===== config.mk =====
export PLATFORM = sky130hd
export DESIGN_NAME = scp_reduce
export DESIGN_NICKNAME = d
export VERILOG_FILES = /design/src/sv/scp_pkg.sv /design/src/sv/scp_reduce.sv
export SDC_FILE = /design/constraint.sdc
export NUM_CORES = 1
export LEC_CHECK = 0
export ABC_CLOCK_PERIOD_IN_PS = 8200
export BUFFER_PORTS_ARGS = -buffer_cell sky130_fd_sc_hd__buf_2
export CAP_MARGIN = 0
export CORE_ASPECT_RATIO = 0.7
export CORE_UTILIZATION = 45
export CTS_CLUSTER_SIZE = 12
export DETAILED_ROUTE_END_ITERATION = 16
export HOLD_SLACK_MARGIN = 0.02
export PLACE_DENSITY = 0.58
export SETUP_SLACK_MARGIN = 0.1
export SLEW_MARGIN = 10
export SYNTH_ARGS = -nofsm -noshare
export SYNTH_HDL_FRONTEND = slang
export SYNTH_SLANG_ARGS = --single-unit
export TNS_END_PERCENT = 10

===== constraint.sdc =====
create_clock -name clk -period 8.2 [get_ports clk]
set_clock_uncertainty 0.05 [all_clocks]
set_input_delay 0.82 -clock clk [delete_from_list [all_inputs] [get_ports clk]]
set_output_delay 0.82 -clock clk [all_outputs]
set_load 0.005 [all_outputs]

===== src/sv/scp_pkg.sv =====
`default_nettype none
package scp_pkg;

    // Default formats
    localparam int ANGLE_FRAC_BITS_DEF  = 16;
    localparam int RESULT_FRAC_BITS_DEF = 30;

    // Field and datapath widths
    localparam int ANGLE_W  = 32;
    localparam int RESULT_W = 32;
    localparam int MOD_W    = 35;   // two pi in Q.32 needs 35 bits
    localparam int PSUM_W   = 38;   // sum of eight residues
    localparam int SUM_W    = 40;   // sum of all 32 residues
    localparam int RED3_W   = 37;   // below four times two pi
    localparam int Q30_W    = 32;   // folded angle in Q2.30
    localparam int P_W      = 34;   // Horner accumulator
    localparam int T_W      = 34;   // squared angle, non-negative

    localparam int HORNER_STEPS = 5;

    // Angle constants in Q.32
    localparam logic [MOD_W-1:0] HALF_PI_Q32       = 35'h1921FB544;
    localparam logic [MOD_W-1:0] PI_Q32            = 35'h3243F6A88;
    localparam logic [MOD_W-1:0] THREE_HALF_PI_Q32 = 35'h4B65F1FCC;
    localparam logic [MOD_W-1:0] TWO_PI_Q32        = 35'h6487ED510;

    // Sine polynomial coefficients in Q2.30, highest degree first
    function automatic logic signed [Q30_W-1:0] sin_coef(input int idx);
        case (idx)
            0:       return -32'sd26;
            1:       return 32'sd2956;
            2:       return -32'sd213040;
            3:       return 32'sd8947847;
            4:       return -32'sd178956970;
            default: return 32'sd1073741824;
        endcase
    endfunction

    // Cosine polynomial coefficients in Q2.30, highest degree first
    function automatic logic signed [Q30_W-1:0] cos_coef(input int idx);
        case (idx)
            0:       return -32'sd280;
            1:       return 32'sd26587;
            2:       return -32'sd1491255;
            3:       return 32'sd44739216;
            4:       return -32'sd536870908;
            default: return 32'sd1073741824;
        endcase
    endfunction

    // Residue of 2^e modulo two pi (Q.32), by modular doubling
    function automatic logic [MOD_W-1:0] pow2_mod(input int e);
        logic [MOD_W:0] p;
        p = (MOD_W+1)'(1);
        for (int j = 0; j < e; j++)
        begin
            p = p << 1;
            if (p >= {1'b0, TWO_PI_Q32})
            begin
                p = p - {1'b0, TWO_PI_Q32};
            end
        end
        return p[MOD_W-1:0];
    endfunction

    // Folded angle leaving the reduction pipeline
    typedef struct packed {
        logic signed [Q30_W-1:0] a30;
        logic                    neg;
    } scp_angle_t;

    // Horner state carried along the polynomial pipeline
    typedef struct packed {
        logic signed [P_W-1:0]   p_sin;
        logic signed [P_W-1:0]   p_cos;
        logic signed [T_W-1:0]   t;
        logic signed [Q30_W-1:0] a30;
        logic                    neg;
    } scp_horner_t;

endpackage
`default_nettype wire


===== src/sv/scp_reduce.sv =====
`default_nettype none
module scp_reduce #(
    parameter int ANGLE_FRAC_BITS = scp_pkg::ANGLE_FRAC_BITS_DEF
) (
    input  wire logic                                clk,
    input  wire logic [4:0]                          en,
    input  wire logic signed [scp_pkg::ANGLE_W-1:0]  angle,
    output scp_pkg::scp_angle_t                      folded
);

    localparam int SHIFT  = scp_pkg::ANGLE_W - ANGLE_FRAC_BITS;
    localparam int MOD_W  = scp_pkg::MOD_W;
    localparam int PSUM_W = scp_pkg::PSUM_W;
    localparam int SUM_W  = scp_pkg::SUM_W;
    localparam int RED3_W = scp_pkg::RED3_W;

    localparam logic [SUM_W-1:0] M1  = SUM_W'(scp_pkg::TWO_PI_Q32);
    localparam logic [SUM_W-1:0] M2  = M1 << 1;
    localparam logic [SUM_W-1:0] M4  = M1 << 2;
    localparam logic [SUM_W-1:0] M8  = M1 << 3;
    localparam logic [SUM_W-1:0] M16 = M1 << 4;

    localparam logic signed [MOD_W:0] PI_S     = $signed({1'b0, scp_pkg::PI_Q32});
    localparam logic signed [MOD_W:0] TWO_PI_S = $signed({1'b0, scp_pkg::TWO_PI_Q32});
    localparam logic signed [MOD_W:0] RND_Q30  = (MOD_W+1)'(2);

    logic [MOD_W-1:0]  term [scp_pkg::ANGLE_W];
    logic [PSUM_W-1:0] psum_next [4];
    logic [PSUM_W-1:0] psum_reg  [4];
    logic [SUM_W-1:0]  total_reg;
    logic [SUM_W-1:0]  red3_wide;
    logic [RED3_W-1:0] red3_reg;
    logic [SUM_W-1:0]  r_wide;
    logic [MOD_W-1:0]  r_reg;
    logic signed [MOD_W:0] r_s;
    logic signed [MOD_W:0] a;
    logic signed [MOD_W:0] a_rnd;
    scp_pkg::scp_angle_t folded_next;
    scp_pkg::scp_angle_t folded_reg;

    // Map each angle bit below the sign bit to its residue of 2^(bit + SHIFT) modulo two pi
    for (genvar i = 0; i < scp_pkg::ANGLE_W - 1; i++)
    begin : g_term
        localparam logic [MOD_W-1:0] RES = scp_pkg::pow2_mod(i + SHIFT);
        assign term[i] = angle[i] ? RES : '0;
    end

    // Sign bit weighs -2^(31 + SHIFT): use the complementary residue
    localparam logic [MOD_W-1:0] RES_SIGN = scp_pkg::pow2_mod(scp_pkg::ANGLE_W - 1 + SHIFT);
    localparam logic [MOD_W-1:0] NEG_SIGN =
        (RES_SIGN == '0) ? '0 : scp_pkg::TWO_PI_Q32 - RES_SIGN;
    assign term[scp_pkg::ANGLE_W-1] = angle[scp_pkg::ANGLE_W-1] ? NEG_SIGN : '0;

    // Add residues in four groups of eight
    always_comb
    begin
        for (int g = 0; g < 4; g++)
        begin
            psum_next[g] = '0;
            for (int j = 0; j < 8; j++)
            begin
                psum_next[g] = psum_next[g] + PSUM_W'(term[8*g + j]);
            end
        end
    end

    // Trim the sum below four times two pi
    always_comb
    begin
        red3_wide = total_reg;
        if (red3_wide >= M16)
        begin
            red3_wide = red3_wide - M16;
        end
        if (red3_wide >= M8)
        begin
            red3_wide = red3_wide - M8;
        end
        if (red3_wide >= M4)
        begin
            red3_wide = red3_wide - M4;
        end
    end

    // Finish the remainder in [0, 2pi)
    always_comb
    begin
        r_wide = SUM_W'(red3_reg);
        if (r_wide >= M2)
        begin
            r_wide = r_wide - M2;
        end
        if (r_wide >= M1)
        begin
            r_wide = r_wide - M1;
        end
    end

    // Fold into [-pi/2, pi/2] and round to Q2.30
    always_comb
    begin
        r_s             = $signed({1'b0, r_reg});
        folded_next.neg = 1'b0;
        if (r_reg < scp_pkg::PI_Q32)
        begin
            if (r_reg > scp_pkg::HALF_PI_Q32)
            begin
                a               = PI_S - r_s;
                folded_next.neg = 1'b1;
            end
            else
            begin
                a = r_s;
            end
        end
        else
        begin
            if (r_reg > scp_pkg::THREE_HALF_PI_Q32)
            begin
                a = r_s - TWO_PI_S;
            end
            else
            begin
                a               = PI_S - r_s;
                folded_next.neg = 1'b1;
            end
        end
        a_rnd           = (a + RND_Q30) >>> 2;
        folded_next.a30 = $signed(a_rnd[scp_pkg::Q30_W-1:0]);
    end

    // Advance the reduction stages
    always_ff @(posedge clk)
    begin
        if (en[0])
        begin
            psum_reg <= psum_next;
        end
        if (en[1])
        begin
            total_reg <= SUM_W'(psum_reg[0]) + SUM_W'(psum_reg[1])
                       + SUM_W'(psum_reg[2]) + SUM_W'(psum_reg[3]);
        end
        if (en[2])
        begin
            red3_reg <= red3_wide[RED3_W-1:0];
        end
        if (en[3])
        begin
            r_reg <= r_wide[MOD_W-1:0];
        end
        if (en[4])
        begin
            folded_reg <= folded_next;
        end
    end

    assign folded = folded_reg;

endmodule
`default_nettype wire


==> results.ini <==
[cts]
cts.sinks=207
numCtsBuffers=25
post_cts_buffers=0
cts_resized=0
cts-root-buf=clkbuf_16
hold_buffers=0
cts_tree=done
insertion_delay_ns=0.56
cts_htree_levels=1
cts_buffer_depth=3
cts.clk_slew.worst_paths_ns=0.06

[detailed_routing]
routed_via_density=5.931
drc=0
ant_nets=0
met3_length_mm=3.860
wl_per_cell_um=20.02
num_vias=16520
drt-met1-wl_mm=29.85
routed.top_layer=met4
firstDrtPassIters=7
met2_length_mm=21.39
drt_wl_total_mm=55.77
drt_iter0_markers=1840

[worst_setup_path]
path_class=flip-flop to flip-flop
endpoint_kind=flip-flop
cp.required_ns=8.45
arrival_ns=7.35
start_kind=flip-flop
cp_max_fo=17

[cells_and_area]
area_growth_pct=8.400
diodes=0
drive_above_1_share_pct=8.249
fillerInstances=4245
fin_nets=2512
largest_register_ffs=76

[global_routing]
grt_pass1_vias=15540
antenna_found_initial=1
grt_pass1_wl_mm=88.93
grt_max_degree=77
track_usage_pct=24.00
grt_overflow=0

[logic_synthesis]
synth_edf_count=207
yosysMostFrequentCell=ha_1
yosys.area.top_type_share_pct=30.20
synth_area_um2=20590
synthFlopType=edfxtp_1
synth_cell_types=101
postSynthCellCount=2135
seq_area_frac_synth_pct=30.20
ys_seq_elements=207
syn_nets=2480
synth.largest_area_cell=edfxtp_1
syn_area_per_cell_um2=9.642
synthArstFlopShare_pct=0
synth-warning-count=0
synth_common_cells=ha_1 (227), edfxtp_1 (207), xnor2_1 (172), nand2_1 (144), nor2_1 (136)
yosys-top-cells-area=edfxtp_1 (30%), ha_1 (14%), fa_1 (7.8%)

[placed_design]
portBuffers=69
gp_congestion=0.9068
hpwlAfterDp_mm=44.38
dpl_worst_slack_ns=0.9547

[sta]
fin_crit_ns=7.101
fin_crit_sh_pct=86.60
rsz0062_at_grt=false
fin_ws_ns=1.099
setup_viol=0
max-slew-margin-rel_pct=29.36
hold_viol=0
drv_slew=0
finalSetupTns_ns=0
tightest_slew_ns=1.056
fmax_ghz=0.1408

[die]
io_pins=71
row_count=65
die_y_um=181.0
initial_utilization_pct=45.69
dieArea_um2=46620
core_um2=45060
dieWidth_um=257.6

[job]
maxCapViolCount=0

[hold_path]
hold_path_class=input pin to flip-flop

[outcome]
status=complete, no violations

layout make-up:
type	count	area, µm²	area share [%]
sequential	207	6216	27.86
clock buffer	27	633.1	2.837
clock inverter	15	188.9	0.8466
tap	603	754.5	3.381
timing repair buffer	87	483.0	2.164
multi-input combinational	1718	13560	60.76
inverter	128	480.5	2.153
layer usage:
layer | track usage [%] | up-vias
met5 | 0 | -
met4 | 3.456 | 0
met3 | 3.072 | 49
met2 | 32.20 | 544
met1 | 40.38 | 7970
li1 | - | 7955
through the flow:
stage / cells / hold slack [ns] / utilization [%] / instance area [µm²]
2_1_floorplan: 2135 / 0.4021 / - / 20590
3_3_place_gp: 2743 / 0.4939 / 47.70 / 21490
3_5_place_dp: 2743 / 0.4820 / 47.70 / 21490
4_1_cts: 2785 / 0.3578 / 49.53 / 22320
5_1_grt: 2785 / 0.3567 / 49.53 / 22320
6_report: 2785 / 0.3854 / 49.53 / 22320
critical path: stages (launching register included):
cell      delay, ns
edfxtp_1       0.49
inv_1          0.10
ha_1           0.22
nor4b_2        0.50
nor3_1         0.16
o211ai_1       0.30
nand3_2        0.35
and4b_1        0.36
o32a_1         0.37
and2_1         0.24
o221a_4        0.34
a211oi_4       0.70
nor2_1         0.43
buf_4          0.28
o21ai_0        0.17
a41oi_1        0.25
a2111o_1       0.51
a21o_1         0.42
or3_1          0.45
xnor2_1        0.14
final timing paths:
kind / from / to / slack [ns] / cells after the start
worst max-delay path: total_reg[9] / red3_reg[9] / 1.10 / 19
worst min-delay path: angle[13] / psum_reg[105] / 0.39 / 1
worst max register to register: total_reg[9] / red3_reg[9] / 1.10 / 19
worst min register to register: total_reg[5] / red3_reg[5] / 0.49 / 0
cells in the final DEF (no fill, tap or decap), drive strengths merged, types with 27 or more instances in the layout:
cell and n:
ha 227, edfxtp 207, xnor2 173, nand2 145, nor2 137, a21oi 135
inv 129, o21ai 107, buf 87, fa 80, xor2 76, nor3 55
nand3 50, a31oi 38, a21o 31, or3 29, clkbuf 27
logic make-up (layout without fill, tap and decap cells):
group / after synthesis / in the layout / share of synthesized area (%)
XOR/XNOR: 249 / 249 / 10.63
buffers and inverters: 210 / 257 / 4.072
AND/OR/NAND/NOR: 612 / 612 / 15.42
multiplexers: 7 / 7 / 0.3586
flip-flops: 207 / 207 / 30.20
other: 1 / 1 / 0.01822
adder cells (fa/ha/maj): 307 / 307 / 21.58
AO/OA/AOI/OAI: 542 / 542 / 17.73
Power is left out: the tool's default activity adds up to more than one toggle a clock period on the data nets, which glitch-free logic cannot reach.
